**config.mk**
```make
export PLATFORM = sky130hd
export DESIGN_NAME = button_click_event_detector_core_flat
export DESIGN_NICKNAME = d
export VERILOG_FILES = /design/src/bced_pkg.sv /design/src/bced_if.sv /design/src/bced_cfg_regs.sv /design/src/bced_fsm.sv /design/src/button_click_event_detector_core.sv /design/src/flat_wrapper.sv
export SDC_FILE = /design/constraint.sdc
export NUM_CORES = 1
export LEC_CHECK = 0
export CAP_MARGIN = 20
export CELL_PAD_IN_SITES_DETAIL_PLACEMENT = 0
export CELL_PAD_IN_SITES_GLOBAL_PLACEMENT = 1
export CORE_ASPECT_RATIO = 1.4
export CORE_MARGIN = 5
export CORE_UTILIZATION = 50
export CTS_CLUSTER_DIAMETER = 40
export DETAILED_ROUTE_END_ITERATION = 6
export DONT_BUFFER_PORTS = 1
export GPL_TIMING_DRIVEN = 0
export PLACE_DENSITY_LB_ADDON = 0.3
export RECOVER_POWER = 25
export SYNTH_ARGS = -nofsm -noshare
export SYNTH_HDL_FRONTEND = slang
export SYNTH_SLANG_ARGS = --single-unit
export TNS_END_PERCENT = 10
```
**constraint.sdc**
```tcl
create_clock -name clk -period 11.6 [get_ports clk]
set_input_delay 2.32 -clock clk [delete_from_list [all_inputs] [get_ports clk]]
set_output_delay 2.32 -clock clk [all_outputs]
set_load 0.02 [all_outputs]
```
**src/bced_pkg.sv**
```systemverilog
// ----------------------------------------------------------------------------
// bced_pkg
// Types and constants shared by the button click event detector.
// ----------------------------------------------------------------------------
`default_nettype none

package bced_pkg;

  localparam int unsigned NOW_WIDTH    = 32;
  localparam int unsigned PERIOD_WIDTH = 16;
  localparam int unsigned EV_WIDTH     = 5;
  localparam int unsigned CFG_IDX_W    = 2;

  localparam int unsigned EV_DOWN   = 0;
  localparam int unsigned EV_UP     = 1;
  localparam int unsigned EV_LONG   = 2;
  localparam int unsigned EV_CLICK  = 3;
  localparam int unsigned EV_DOUBLE = 4;

  localparam logic [CFG_IDX_W-1:0] CFG_ACTIVE_LEVEL    = 2'd0;
  localparam logic [CFG_IDX_W-1:0] CFG_DEBOUNCE_TIME   = 2'd1;
  localparam logic [CFG_IDX_W-1:0] CFG_LONG_PRESS_TIME = 2'd2;
  localparam logic [CFG_IDX_W-1:0] CFG_CLICK_GAP_TIME  = 2'd3;

  localparam logic [PERIOD_WIDTH-1:0] DEBOUNCE_RESET   = 16'd20;
  localparam logic [PERIOD_WIDTH-1:0] LONG_PRESS_RESET = 16'd1000;
  localparam logic [PERIOD_WIDTH-1:0] CLICK_GAP_RESET  = 16'd300;

  typedef enum logic [2:0] {
    ST_RELEASED    = 3'd0,
    ST_DEB_PRESS   = 3'd1,
    ST_PRESSED     = 3'd2,
    ST_DEB_RELEASE = 3'd3,
    ST_WAIT_SECOND = 3'd4,
    ST_DEB_SECOND  = 3'd5
  } state_t;

  typedef struct packed {
    logic                    press_level;
    logic [PERIOD_WIDTH-1:0] debounce_time;
    logic [PERIOD_WIDTH-1:0] long_press_time;
    logic [PERIOD_WIDTH-1:0] click_gap_time;
  } cfg_t;

endpackage

`default_nettype wire

```
**src/bced_if.sv**
```systemverilog
// ----------------------------------------------------------------------------
// bced_if
// Valid/ready channels for pin samples and event reports.
// ----------------------------------------------------------------------------
`default_nettype none

interface bced_in_if;
  logic        valid;
  logic        ready;
  logic        pin_level;
  logic [31:0] now_time;
  logic        collect;

  modport source (output valid, output pin_level, output now_time, output collect,
                  input ready);
  modport sink (input valid, input pin_level, input now_time, input collect,
                output ready);
endinterface

interface bced_out_if;
  logic       valid;
  logic       ready;
  logic [4:0] pending_mask;
  logic       is_pressed;

  modport source (output valid, output pending_mask, output is_pressed, input ready);
  modport sink (input valid, input pending_mask, input is_pressed, output ready);
endinterface

`default_nettype wire

```
**src/bced_cfg_regs.sv**
```systemverilog
// ----------------------------------------------------------------------------
// bced_cfg_regs
// Configuration register file, written through a plain indexed write port.
// ----------------------------------------------------------------------------
`default_nettype none

module bced_cfg_regs
  import bced_pkg::*;
(
  input  wire logic                    clk,
  input  wire logic                    rst,
  input  wire logic                    wr_en,
  input  wire logic [CFG_IDX_W-1:0]    wr_index,
  input  wire logic [PERIOD_WIDTH-1:0] wr_data,
  output cfg_t                         cfg
);

  always_ff @(posedge clk) begin
    if (rst) begin
      cfg.press_level     <= 1'b0;
      cfg.debounce_time   <= DEBOUNCE_RESET;
      cfg.long_press_time <= LONG_PRESS_RESET;
      cfg.click_gap_time  <= CLICK_GAP_RESET;
    end else if (wr_en) begin
      case (wr_index)
        CFG_ACTIVE_LEVEL:    cfg.press_level     <= wr_data[0];
        CFG_DEBOUNCE_TIME:   cfg.debounce_time   <= wr_data;
        CFG_LONG_PRESS_TIME: cfg.long_press_time <= wr_data;
        CFG_CLICK_GAP_TIME:  cfg.click_gap_time  <= wr_data;
        default: ;
      endcase
    end
  end

endmodule

`default_nettype wire

```
**src/bced_fsm.sv**
```systemverilog
// ----------------------------------------------------------------------------
// bced_fsm
// Debounce, long-press and click/double-click state machine with the
// pending event mask. Updates once per step.
// ----------------------------------------------------------------------------
`default_nettype none

module bced_fsm
  import bced_pkg::*;
#(
  parameter int unsigned TIME_WIDTH = 32
) (
  input  wire logic                  clk,
  input  wire logic                  rst,
  input  wire logic                  step,
  input  wire logic                  pin_level,
  input  wire logic [NOW_WIDTH-1:0]  now_time,
  input  wire logic                  collect,
  input  cfg_t                       cfg,
  output logic [EV_WIDTH-1:0]        pending_mask,
  output logic                       is_pressed
);

  state_t                 state, state_next;
  logic                   btn_down, btn_down_next;
  logic                   long_done, long_done_next;
  logic                   first_click, first_click_next;
  logic [TIME_WIDTH-1:0]  change_stamp, change_stamp_next;
  logic [TIME_WIDTH-1:0]  press_stamp, press_stamp_next;
  logic [TIME_WIDTH-1:0]  release_stamp, release_stamp_next;
  logic [EV_WIDTH-1:0]    event_bits;
  logic [EV_WIDTH-1:0]    new_events;

  logic                   pressed;
  logic [TIME_WIDTH-1:0]  now_t;
  logic                   deb_over;
  logic                   long_over;
  logic                   gap_over;

  assign pressed   = (pin_level == cfg.press_level);
  assign now_t     = TIME_WIDTH'(now_time);
  assign deb_over  = TIME_WIDTH'(now_t - change_stamp) >= TIME_WIDTH'(cfg.debounce_time);
  assign long_over = TIME_WIDTH'(now_t - press_stamp) >= TIME_WIDTH'(cfg.long_press_time);
  assign gap_over  = TIME_WIDTH'(now_t - release_stamp) >= TIME_WIDTH'(cfg.click_gap_time);

  always_comb begin
    state_next = state;
    case (state)
      ST_RELEASED: begin
        if (pressed) state_next = ST_DEB_PRESS;
      end
      ST_DEB_PRESS, ST_DEB_SECOND: begin
        if (!pressed) begin
          state_next = (state == ST_DEB_PRESS) ? ST_RELEASED : ST_WAIT_SECOND;
        end else if (deb_over) begin
          state_next = ST_PRESSED;
        end
      end
      ST_PRESSED: begin
        if (!pressed) state_next = ST_DEB_RELEASE;
      end
      ST_DEB_RELEASE: begin
        if (pressed) begin
          state_next = ST_PRESSED;
        end else if (deb_over) begin
          state_next = (long_done || first_click) ? ST_RELEASED : ST_WAIT_SECOND;
        end
      end
      ST_WAIT_SECOND: begin
        if (pressed) begin
          state_next = ST_DEB_SECOND;
        end else if (gap_over) begin
          state_next = ST_RELEASED;
        end
      end
      default: state_next = ST_RELEASED;
    endcase
  end

  always_comb begin
    btn_down_next       = btn_down;
    long_done_next      = long_done;
    first_click_next    = first_click;
    change_stamp_next   = change_stamp;
    press_stamp_next    = press_stamp;
    release_stamp_next  = release_stamp;
    new_events          = '0;
    case (state)
      ST_RELEASED: begin
        if (pressed) change_stamp_next = now_t;
      end
      ST_DEB_PRESS, ST_DEB_SECOND: begin
        if (pressed && deb_over) begin
          btn_down_next        = 1'b1;
          press_stamp_next     = now_t;
          long_done_next       = 1'b0;
          new_events[EV_DOWN]  = 1'b1;
        end
      end
      ST_PRESSED: begin
        if (!pressed) begin
          change_stamp_next = now_t;
        end else if (!long_done && long_over) begin
          long_done_next      = 1'b1;
          new_events[EV_LONG] = 1'b1;
        end
      end
      ST_DEB_RELEASE: begin
        if (!pressed && deb_over) begin
          btn_down_next       = 1'b0;
          new_events[EV_UP]   = 1'b1;
          if (long_done) begin
            first_click_next = 1'b0;
          end else if (!first_click) begin
            first_click_next   = 1'b1;
            release_stamp_next = now_t;
          end else begin
            new_events[EV_DOUBLE] = 1'b1;
            first_click_next      = 1'b0;
          end
        end
      end
      ST_WAIT_SECOND: begin
        if (pressed) begin
          change_stamp_next = now_t;
        end else if (gap_over) begin
          new_events[EV_CLICK] = 1'b1;
          first_click_next     = 1'b0;
        end
      end
      default: first_click_next = 1'b0;
    endcase
  end

  assign pending_mask = event_bits | new_events;
  assign is_pressed   = btn_down_next;

  always_ff @(posedge clk) begin
    if (rst) begin
      state          <= ST_RELEASED;
      btn_down       <= 1'b0;
      long_done      <= 1'b0;
      first_click    <= 1'b0;
      change_stamp   <= '0;
      press_stamp    <= '0;
      release_stamp  <= '0;
      event_bits     <= '0;
    end else if (step) begin
      state          <= state_next;
      btn_down       <= btn_down_next;
      long_done      <= long_done_next;
      first_click    <= first_click_next;
      change_stamp   <= change_stamp_next;
      press_stamp    <= press_stamp_next;
      release_stamp  <= release_stamp_next;
      event_bits     <= collect ? '0 : pending_mask;
    end
  end

endmodule

`default_nettype wire

```
**src/button_click_event_detector_core.sv**
```systemverilog
// An accepted sample goes to the sample register, its result to the result register.
// Throughput: one sample per cycle unless result back-pressure stalls; the state update
// is a single pass of compare-and-transition logic between sample and result registers.
// Reset: synchronous, active high; clears the state machine, the pending
// event mask and both pipeline stages, and loads the register defaults.
// ----------------------------------------------------------------------------
// button_click_event_detector_core
// Button pin sampler with debounce, long press and click/double-click events.
// ----------------------------------------------------------------------------
`default_nettype none

module button_click_event_detector_core
  import bced_pkg::*;
#(
  parameter int unsigned TIME_WIDTH = 32
) (
  input  wire logic                    clk,
  input  wire logic                    rst,
  bced_in_if.sink                      sample,
  bced_out_if.source                   result,
  input  wire logic                    wr_en,
  input  wire logic [CFG_IDX_W-1:0]    wr_index,
  input  wire logic [PERIOD_WIDTH-1:0] wr_data
);

  cfg_t                  cfg;
  logic                  s1_valid;
  logic                  s1_pin;
  logic [NOW_WIDTH-1:0]  s1_now;
  logic                  s1_collect;
  logic                  res_valid;
  logic [EV_WIDTH-1:0]   res_mask;
  logic                  res_pressed;
  logic                  advance;
  logic                  step;
  logic [EV_WIDTH-1:0]   mask_next;
  logic                  pressed_next;

  assign advance      = !res_valid || result.ready;
  assign sample.ready = !s1_valid || advance;
  assign step         = s1_valid && advance;

  bced_cfg_regs u_cfg (
    .clk      (clk),
    .rst      (rst),
    .wr_en    (wr_en),
    .wr_index (wr_index),
    .wr_data  (wr_data),
    .cfg      (cfg)
  );

  bced_fsm #(
    .TIME_WIDTH (TIME_WIDTH)
  ) u_fsm (
    .clk          (clk),
    .rst          (rst),
    .step         (step),
    .pin_level    (s1_pin),
    .now_time     (s1_now),
    .collect      (s1_collect),
    .cfg          (cfg),
    .pending_mask (mask_next),
    .is_pressed   (pressed_next)
  );

  always_ff @(posedge clk) begin
    if (rst) begin
      s1_valid <= 1'b0;
    end else if (sample.ready) begin
      s1_valid <= sample.valid;
    end
  end

  always_ff @(posedge clk) begin
    if (sample.valid && sample.ready) begin
      s1_pin     <= sample.pin_level;
      s1_now     <= sample.now_time;
      s1_collect <= sample.collect;
    end
  end

  always_ff @(posedge clk) begin
    if (rst) begin
      res_valid <= 1'b0;
    end else if (advance) begin
      res_valid <= s1_valid;
    end
  end

  always_ff @(posedge clk) begin
    if (step) begin
      res_mask    <= mask_next;
      res_pressed <= pressed_next;
    end
  end

  assign result.valid        = res_valid;
  assign result.pending_mask = res_mask;
  assign result.is_pressed   = res_pressed;

endmodule

`default_nettype wire

```
**src/flat_wrapper.sv**
```systemverilog
// flat-port wrapper written by rule: the top's interface ports become plain ports
module button_click_event_detector_core_flat import bced_pkg::*;
#(
  parameter int unsigned TIME_WIDTH = 32
)
  (clk, rst, wr_en, wr_index, wr_data, sample_valid, sample_pin_level, sample_now_time, sample_collect, sample_ready, result_valid, result_pending_mask, result_is_pressed, result_ready);
  bced_in_if sample_i ();
  bced_out_if result_i ();
  input  wire logic clk;
  input  wire logic rst;
  input  wire logic wr_en;
  input  wire logic [CFG_IDX_W-1:0] wr_index;
  input  wire logic [PERIOD_WIDTH-1:0] wr_data;
  input wire logic [$bits(sample_i.valid)-1:0] sample_valid;
  input wire logic [$bits(sample_i.pin_level)-1:0] sample_pin_level;
  input wire logic [$bits(sample_i.now_time)-1:0] sample_now_time;
  input wire logic [$bits(sample_i.collect)-1:0] sample_collect;
  output wire logic [$bits(sample_i.ready)-1:0] sample_ready;
  output wire logic [$bits(result_i.valid)-1:0] result_valid;
  output wire logic [$bits(result_i.pending_mask)-1:0] result_pending_mask;
  output wire logic [$bits(result_i.is_pressed)-1:0] result_is_pressed;
  input wire logic [$bits(result_i.ready)-1:0] result_ready;
  assign sample_i.valid = sample_valid;
  assign sample_i.pin_level = sample_pin_level;
  assign sample_i.now_time = sample_now_time;
  assign sample_i.collect = sample_collect;
  assign sample_ready = sample_i.ready;
  assign result_valid = result_i.valid;
  assign result_pending_mask = result_i.pending_mask;
  assign result_is_pressed = result_i.is_pressed;
  assign result_i.ready = result_ready;
  button_click_event_detector_core #(.TIME_WIDTH(TIME_WIDTH)) u_core (.clk(clk), .rst(rst), .sample(sample_i), .result(result_i), .wr_en(wr_en), .wr_index(wr_index), .wr_data(wr_data));
endmodule
```
==> flow_summary.toml, run 1 <==
[timing]
rsz0062_at_grt = "false"
finalSetupTns_ps = 0
layout_min_cycle_time_ps = 5650
hold_viol = 0
finalSetupViolCount = 0
hold_slack_ps = 456
slew_headroom = -0.838
finalCritPeriodShare = 0.487
finClkSkew_ps = 17.8
finalMaxSlewViolations = 35
worstMarginPinSlew_ps = 2750
max_freq_ghz = 0.177

[yosys]
yosysUniqueCellTypes = 87
synth_edf_count = 40
syn-mean-instance-area_um2 = 8.08
synth_cells = 1732
ys_ff_latch = 198
postSynth.asyncResetShare = 0
synth_nets = 1933
synth-seq-area-share = 0.312
synth-main-ff-cell = "dfxtp_1"
syn_area_um2 = 14000
synth_warnings = 0

[floorplanning]
die_w_um = 151
coreArea_um2 = 27700
ios = 65
die_area_um2 = 31500
start_util = 0.506
dieHeight_um = 208
fp-row-count = 72

[critical_path]
cp_common_cell = "o21ai_0"
cpLargestDelayFamily = "compound AO/OA/AOI/OAI gates"
worst_ep_arrival_time_ps = 5960
cp-start-kind = "flip-flop"
worstSetupPathType = "flip-flop to flip-flop"
crit_path_top_delay_cell = "edfxtp_1"
max_stage_delay_ps = 580
worstPathRequired_ps = 11910
cp_max_fo = 10
path_cells = "ha_1, a21o_1, a31oi_1, a21oi_2, nor3b_4, o21ai_0, a21o_1, a21oi_1, xnor2_1, ha_1, a21oi_1, o21ai_0, a31oi_1, o21ai_0, nor4_1, o2111ai_1, nor4_4, nand4_2, nand3_4, buf_6, mux2i_1, nor2_1"
path_buf_inv = 1
cp-end-kind = "flip-flop"

[worst_hold_path]
hp-class = "flip-flop to flip-flop"

[global_route]
grt_antenna_before_repair = 0
grt_usage = 0.246
grt_pass1_wl_mm = 61.8
grt_max_degree = 35
grt_overflow_total = 0
grt_pass1_vias = 12000

[route]
final_antenna_net_count = 0
drt_pass1_iterations = 5
wirelength_mm = 38.6
drtIter0Drc = 698
wl_per_cell_um = 18.1
drc = 0
vias_per_cell = 5.75
vias = 12300

[finish]
final_cells = 2134
nets = 1952
antenna_cells = 0
area_growth_pct = 7.65
final_util = 0.545
design_area_um2 = 15100
layout-drive-gt1-share = 0.0431

[cts]
cts_made_buffers = 17
h-tree-depth = 4
clockBufferDepth = 2
cts_tree = "yes"
cts_root_buf = "clkbuf_16"
cts_resized = 0
clkTransAtPathRegs_ps = 80
clk_latency_ps = 450
clock-sinks = 198
post-cts-setup-buffers = 0
ctsHoldBuffers = 0

[power_and_ir_drop]
p_per_area_nw_per_um2 = 114
p_leak_nw = 6.08
vdd_ir_drop_max_mv = 0.0937

[placed_design]
hpwl_mm = 30.9
gp_congestion = 0.936
io_buffers = 0
post_dp_cell_area_um2 = 14500
place_inst = 2102

[run]
drv_cap = 1

[run_status]
status = "complete, but fails checks"
violations = "capacitance limit, slew limit"
==> power breakdown <==
group | total, mW | internal [mW] | switching [mW]
sequential | 0.750 | 0.723 | 0.0266
clock | 0.609 | 0.304 | 0.306
combinational | 0.362 | 0.140 | 0.222
==> synthesized netlist by cell type (all sizes together), types with 17 or more instances <==
cell type | count | area share
nand2 | 253 | 0.068
a21oi | 194 | 0.070
inv | 169 | 0.045
dfxtp | 158 | 0.23
ha | 141 | 0.13
nor2 | 125 | 0.034
mux2i | 74 | 0.053
o21ai | 67 | 0.024
clkbuf | 56 | 0.015
xnor2 | 43 | 0.027
edfxtp | 40 | 0.086
a21o | 34 | 0.018
nand3 | 27 | 0.011
nand4 | 27 | 0.013
nor3 | 27 | 0.0097
o211ai | 23 | 0.012
xor2 | 23 | 0.014
a211oi | 19 | 0.011
nor2b | 19 | 0.0085
o21a | 19 | 0.010
a31oi | 17 | 0.0080
==> tightest hold or removal path: stages, from the launching register on <==
cell,delay (ps)
dfxtp_1,310
nand2_1,50
a21oi_1,50
==> kinds of logic after synthesis <==
group / after synthesis / share of synthesized area
muxes: 77 / 0.0556
DFF: 198 / 0.312
and+or+nand+nor: 547 / 0.180
adders and majority gates: 144 / 0.130
AOI/OAI and AO/OA: 458 / 0.209
buffers and inverters: 242 / 0.0714
xor gates and xnor gates: 66 / 0.0413
==> registers in the layout, indices dropped and copies added (netlist names) <==
register	flops
u_core.u_fsm.long_done	1
u_core.result.is_pressed	1
u_core.u_fsm.release_stamp	32
u_core.result.valid	1
u_core.result.pending_mask	5
u_core.u_fsm.event_bits	5
u_core.u_fsm.state	3
u_core.u_fsm.btn_down	1
u_core.u_fsm.press_stamp	32
u_core.s1_pin	1
u_core.s1_valid	1
u_core.u_fsm.change_stamp	32
u_core.u_fsm.first_click	1
u_core.s1_collect	1
u_core.u_cfg.cfg	49
u_core.s1_now	32
==> path summary, 6_finish.rpt <==
check / to / cells past startpoint / slack, ps / start
hold reg to reg: u_core.u_cfg.cfg[44]$_SDFFE_PP0P_ / 2 / 460 / u_core.u_cfg.cfg[44]$_SDFFE_PP0P_
hold / removal: u_core.u_cfg.cfg[44]$_SDFFE_PP0P_ / 2 / 460 / u_core.u_cfg.cfg[44]$_SDFFE_PP0P_
setup / recovery: u_core.u_fsm.release_stamp[23]$_SDFFE_PP0P_ / 22 / 5950 / u_core.s1_now[4]$_DFFE_PP_
setup reg to reg: u_core.u_fsm.release_stamp[23]$_SDFFE_PP0P_ / 22 / 5950 / u_core.s1_now[4]$_DFFE_PP_
==> routing by layer <==
layer | track usage | share of wire
met3 | 0.0348 | 0.042
met5 | 0 | 0
met1 | 0.293 | 0.41
met2 | 0.439 | 0.51
met4 | 0.0967 | 0.041
==> final cells by class <==
type / instances / area [µm²]
flip-flops and latches: 198 / 4360
well taps: 370 / 463
fillers: 2681 / 12600
inverters: 170 / 638
plain buffers: 72 / 360
multi-input cells: 1292 / 8630
clock inverters: 14 / 158
clock buffers: 18 / 450
==> cell usage in the layout (no fill, tap or decap), types with 25 or more instances in the layout <==
| master | instances |
|---|---|
| nor2_1 | 125 |
| nor3_1 | 27 |
| xnor2_1 | 43 |
| a21oi_1 | 191 |
| nand4_1 | 26 |
| nand3_1 | 25 |
| clkbuf_1 | 56 |
| dfxtp_1 | 158 |
| a21o_1 | 34 |
| ha_1 | 141 |
| edfxtp_1 | 40 |
| inv_1 | 169 |
| mux2i_1 | 74 |
| nand2_1 | 253 |
| o21ai_0 | 60 |
==> metrics by stage <==
| step | setup WS [ps] | total power, mW |
|---|---|---|
| 2_1_floorplan | 6610 | 1.03 |
| 3_3_place_gp | 6060 | 1.12 |
| 3_5_place_dp | 6050 | 1.12 |
| 4_1_cts | 5950 | 1.73 |
| 5_1_grt | 5530 | 1.81 |
| 6_report | 5950 | 1.72 |
Power figures use the tool's default switching activity.
==> run 2, diff against run 1 <==
--- a/config.mk
+++ b/config.mk
@@ -10,7 +10,7 @@
 export CELL_PAD_IN_SITES_GLOBAL_PLACEMENT = 1
 export CORE_ASPECT_RATIO = 1.4
 export CORE_MARGIN = 5
-export CORE_UTILIZATION = 50
+export CORE_UTILIZATION = 45
 export CTS_CLUSTER_DIAMETER = 40
 export DETAILED_ROUTE_END_ITERATION = 6
 export DONT_BUFFER_PORTS = 1
==> constraint.sdc (replaced) <==
create_clock -name clk -period 4.9 [get_ports clk]
set_input_delay 0.98 -clock clk [delete_from_list [all_inputs] [get_ports clk]]
set_output_delay 0.98 -clock clk [all_outputs]
set_load 0.02 [all_outputs]
==> run 2 against run 1 <==
Largest cell class unchanged. Clock skew is 2.6 ps lower. Via count about the same. Worst hold slack worse by 1.1 ps. Count of clock-buffer cells in the layout grew 1. Non-clock buffer count rose by 22. Final area rose by 2.6%. The run now ends clean. Final cell count increased by 2.0%. Critical path depth increased by 2. Fmax is 16% higher.
==> flow_summary.toml, run 2 (synthesis results as in run 1) <==
[finish]
design_area_um2 = 15500
layout_common_cells = "nand2_1, a21oi_1, inv_1, dfxtp_1, ha_1"
largest_register_ffs = 49
regMostFlops = "u_core.u_cfg.cfg"
fillers = 3090
layout-drive-gt1-share = 0.0733
nets = 1974
final_util = 0.503
antenna_cells = 0
area_growth_pct = 10.4
final_cells = 2176
mostFrequentLayoutCell = "nand2_1"

[worst_hold_path]
holdPathStages = 2
hp-class = "flip-flop to flip-flop"
min_to = "u_core.u_fsm.event_bits[0]$_SDFFE_PP0P_"
hp-start = "u_core.u_fsm.event_bits[0]$_SDFFE_PP0P_"

[critical_path]
reg2reg_slack_ps = 20
reg2reg_from = "u_core.s1_now[4]$_DFFE_PP_"
worstPathRequired_ps = 5210
cp_max_fo = 10
cpLargestDelayFamily = "compound AO/OA/AOI/OAI gates"
cp-start-kind = "flip-flop"
path_cells = "ha_4, a21o_1, a31oi_2, nand2_1, a21o_1, a21o_1, a21oi_2, o21bai_1, xor2_1, ha_1, a21oi_2, nor2_1, a211oi_2, o221ai_2, nor4_2, o2111ai_2, nor4_4, buf_4, a41oi_4, nand3_2, buf_12, buf_12, mux2i_1, nor2_1"
max_stage_delay_ps = 540
timing.rr.end = "u_core.u_fsm.press_stamp[6]$_SDFFE_PP0P_"
cp-end-kind = "flip-flop"
cp_common_cell = "a21o_1"
reg2reg_depth = 24
path_buf_inv = 3
worst_ep_arrival_time_ps = 5180
crit_path_top_delay_cell = "edfxtp_1"
worstSetupPathType = "flip-flop to flip-flop"

[floorplanning]
die_area_um2 = 34800
start_util = 0.456
die_w_um = 159
ios = 65
coreArea_um2 = 30700
fp-row-count = 76
dieHeight_um = 219

[global_route]
grt_max_degree = 35
grt_antenna_before_repair = 0
grt_pass1_wl_mm = 62.1
grt_pass1_vias = 11900
grt_overflow_total = 0
grt_usage = 0.222

[cts]
clockBufferDepth = 2
cts_root_buf = "clkbuf_16"
ctsHoldBuffers = 0
clock-sinks = 198
cts_tree = "yes"
cts_made_buffers = 17
clk_latency_ps = 450
clkTransAtPathRegs_ps = 80
h-tree-depth = 4

[route]
vias = 12300
drc = 0
wirelength_mm = 39.9
final_antenna_net_count = 0
vias_per_cell = 5.63
drt_pass1_iterations = 5
wl_per_cell_um = 18.3
drtIter0Drc = 698

[placed_design]
io_buffers = 0
gp_congestion = 0.916
dp_slack_ps = -604
hpwl_mm = 31.2
place_inst = 2122
post_dp_cell_area_um2 = 14500

[timing]
hold_viol = 0
finalMaxSlewViolations = 0
fin_ws_ps = 21.5
rsz0062_at_grt = "true"
layout_min_cycle_time_ps = 4880
worstMarginPinSlew_ps = 990
slew_headroom = 0.335
finalCritPeriodShare = 0.996
max_freq_ghz = 0.205
finClkSkew_ps = 15.1
finalSetupViolCount = 0

[run_status]
status = "finished clean"

[power_and_ir_drop]
p_per_area_nw_per_um2 = 264
vdd_ir_drop_max_mv = 0.176
p_leak_nw = 6.18

[run]
drv_cap = 0
-- run 2: cell type report --
class	count	area, µm²	area share
Timing Repair Buffer	23	190	0.0123
Clock buffer	19	433	0.0280
Inverter	170	638	0.0413
Clock inverter	13	144	0.00931
Tap cell	390	488	0.0316
Buffer	71	369	0.0239
Multi-Input combinational cell	1292	8820	0.571
Sequential cell	198	4360	0.282
-- run 2: stage by stage --
stage                     power [mW]  hold slack, ps  setup TNS [ps]
after floorplan                 2.44             430               0
after global routing            4.29             472          -10100
after global placement          2.65             443          -37930
final                           4.07             455               0
after detailed placement        2.66             446          -36840
after CTS                       4.09             459               0
-- run 2: what timing repair did --
item / 4_1_cts / 5_1_grt
buffers inserted: 15 / 7
gates cloned: 0 / 1
pin swaps: 5 / 12
gates resized for setup: 22 / 25
endpoints found under the hold margin: 0 / 0
endpoints found under the setup margin: 81 / 79
-- run 2: power breakdown --
part           switching (mW)  leakage, nW  internal, mW
clock                   0.671        0.279         0.719
sequential             0.0570         1.67          1.71
combinational           0.559         4.24         0.356
-- run 2: how the worst max path moves through the flow --
stage                               start                                     endpoint  slack (ps)  cells past startpoint
2_1_floorplan  u_core.s1_now[4]$_DFFE_PP_    u_core.u_fsm.press_stamp[22]$_SDFFE_PP0P_         370                     23
3_3_place_gp   u_core.s1_now[4]$_DFFE_PP_     u_core.u_fsm.press_stamp[6]$_SDFFE_PP0P_        -610                     21
3_5_place_dp   u_core.s1_now[4]$_DFFE_PP_     u_core.u_fsm.press_stamp[3]$_SDFFE_PP0P_        -600                     21
4_1_cts        u_core.s1_now[0]$_DFFE_PP_     u_core.u_fsm.press_stamp[6]$_SDFFE_PP0P_           6                     23
5_1_grt        u_core.s1_now[4]$_DFFE_PP_  u_core.u_fsm.release_stamp[10]$_SDFFE_PP0P_        -200                     23
6_report       u_core.s1_now[4]$_DFFE_PP_     u_core.u_fsm.press_stamp[6]$_SDFFE_PP0P_          20                     24
-- run 2: worst reg2reg max path, delay by kind of cell, from the launching register on --
family / cells / cell delay, ps
compound gates: 11 / 1870
buf+inv: 3 / 520
mux: 1 / 210
simple gates: 6 / 810
fa+ha+maj: 2 / 610
flops: 1 / 540
xor+xnor: 1 / 190
-- run 2: routing by layer --
| layer | GRT usage | vias up | part of all wire |
|---|---|---|---|
| li1 | - | 6183 | - |
| met1 | 0.248 | 5760 | 0.40 |
| met2 | 0.418 | 249 | 0.52 |
| met3 | 0.0345 | 67 | 0.033 |
| met4 | 0.0925 | 0 | 0.040 |
| met5 | 0 | - | 0 |
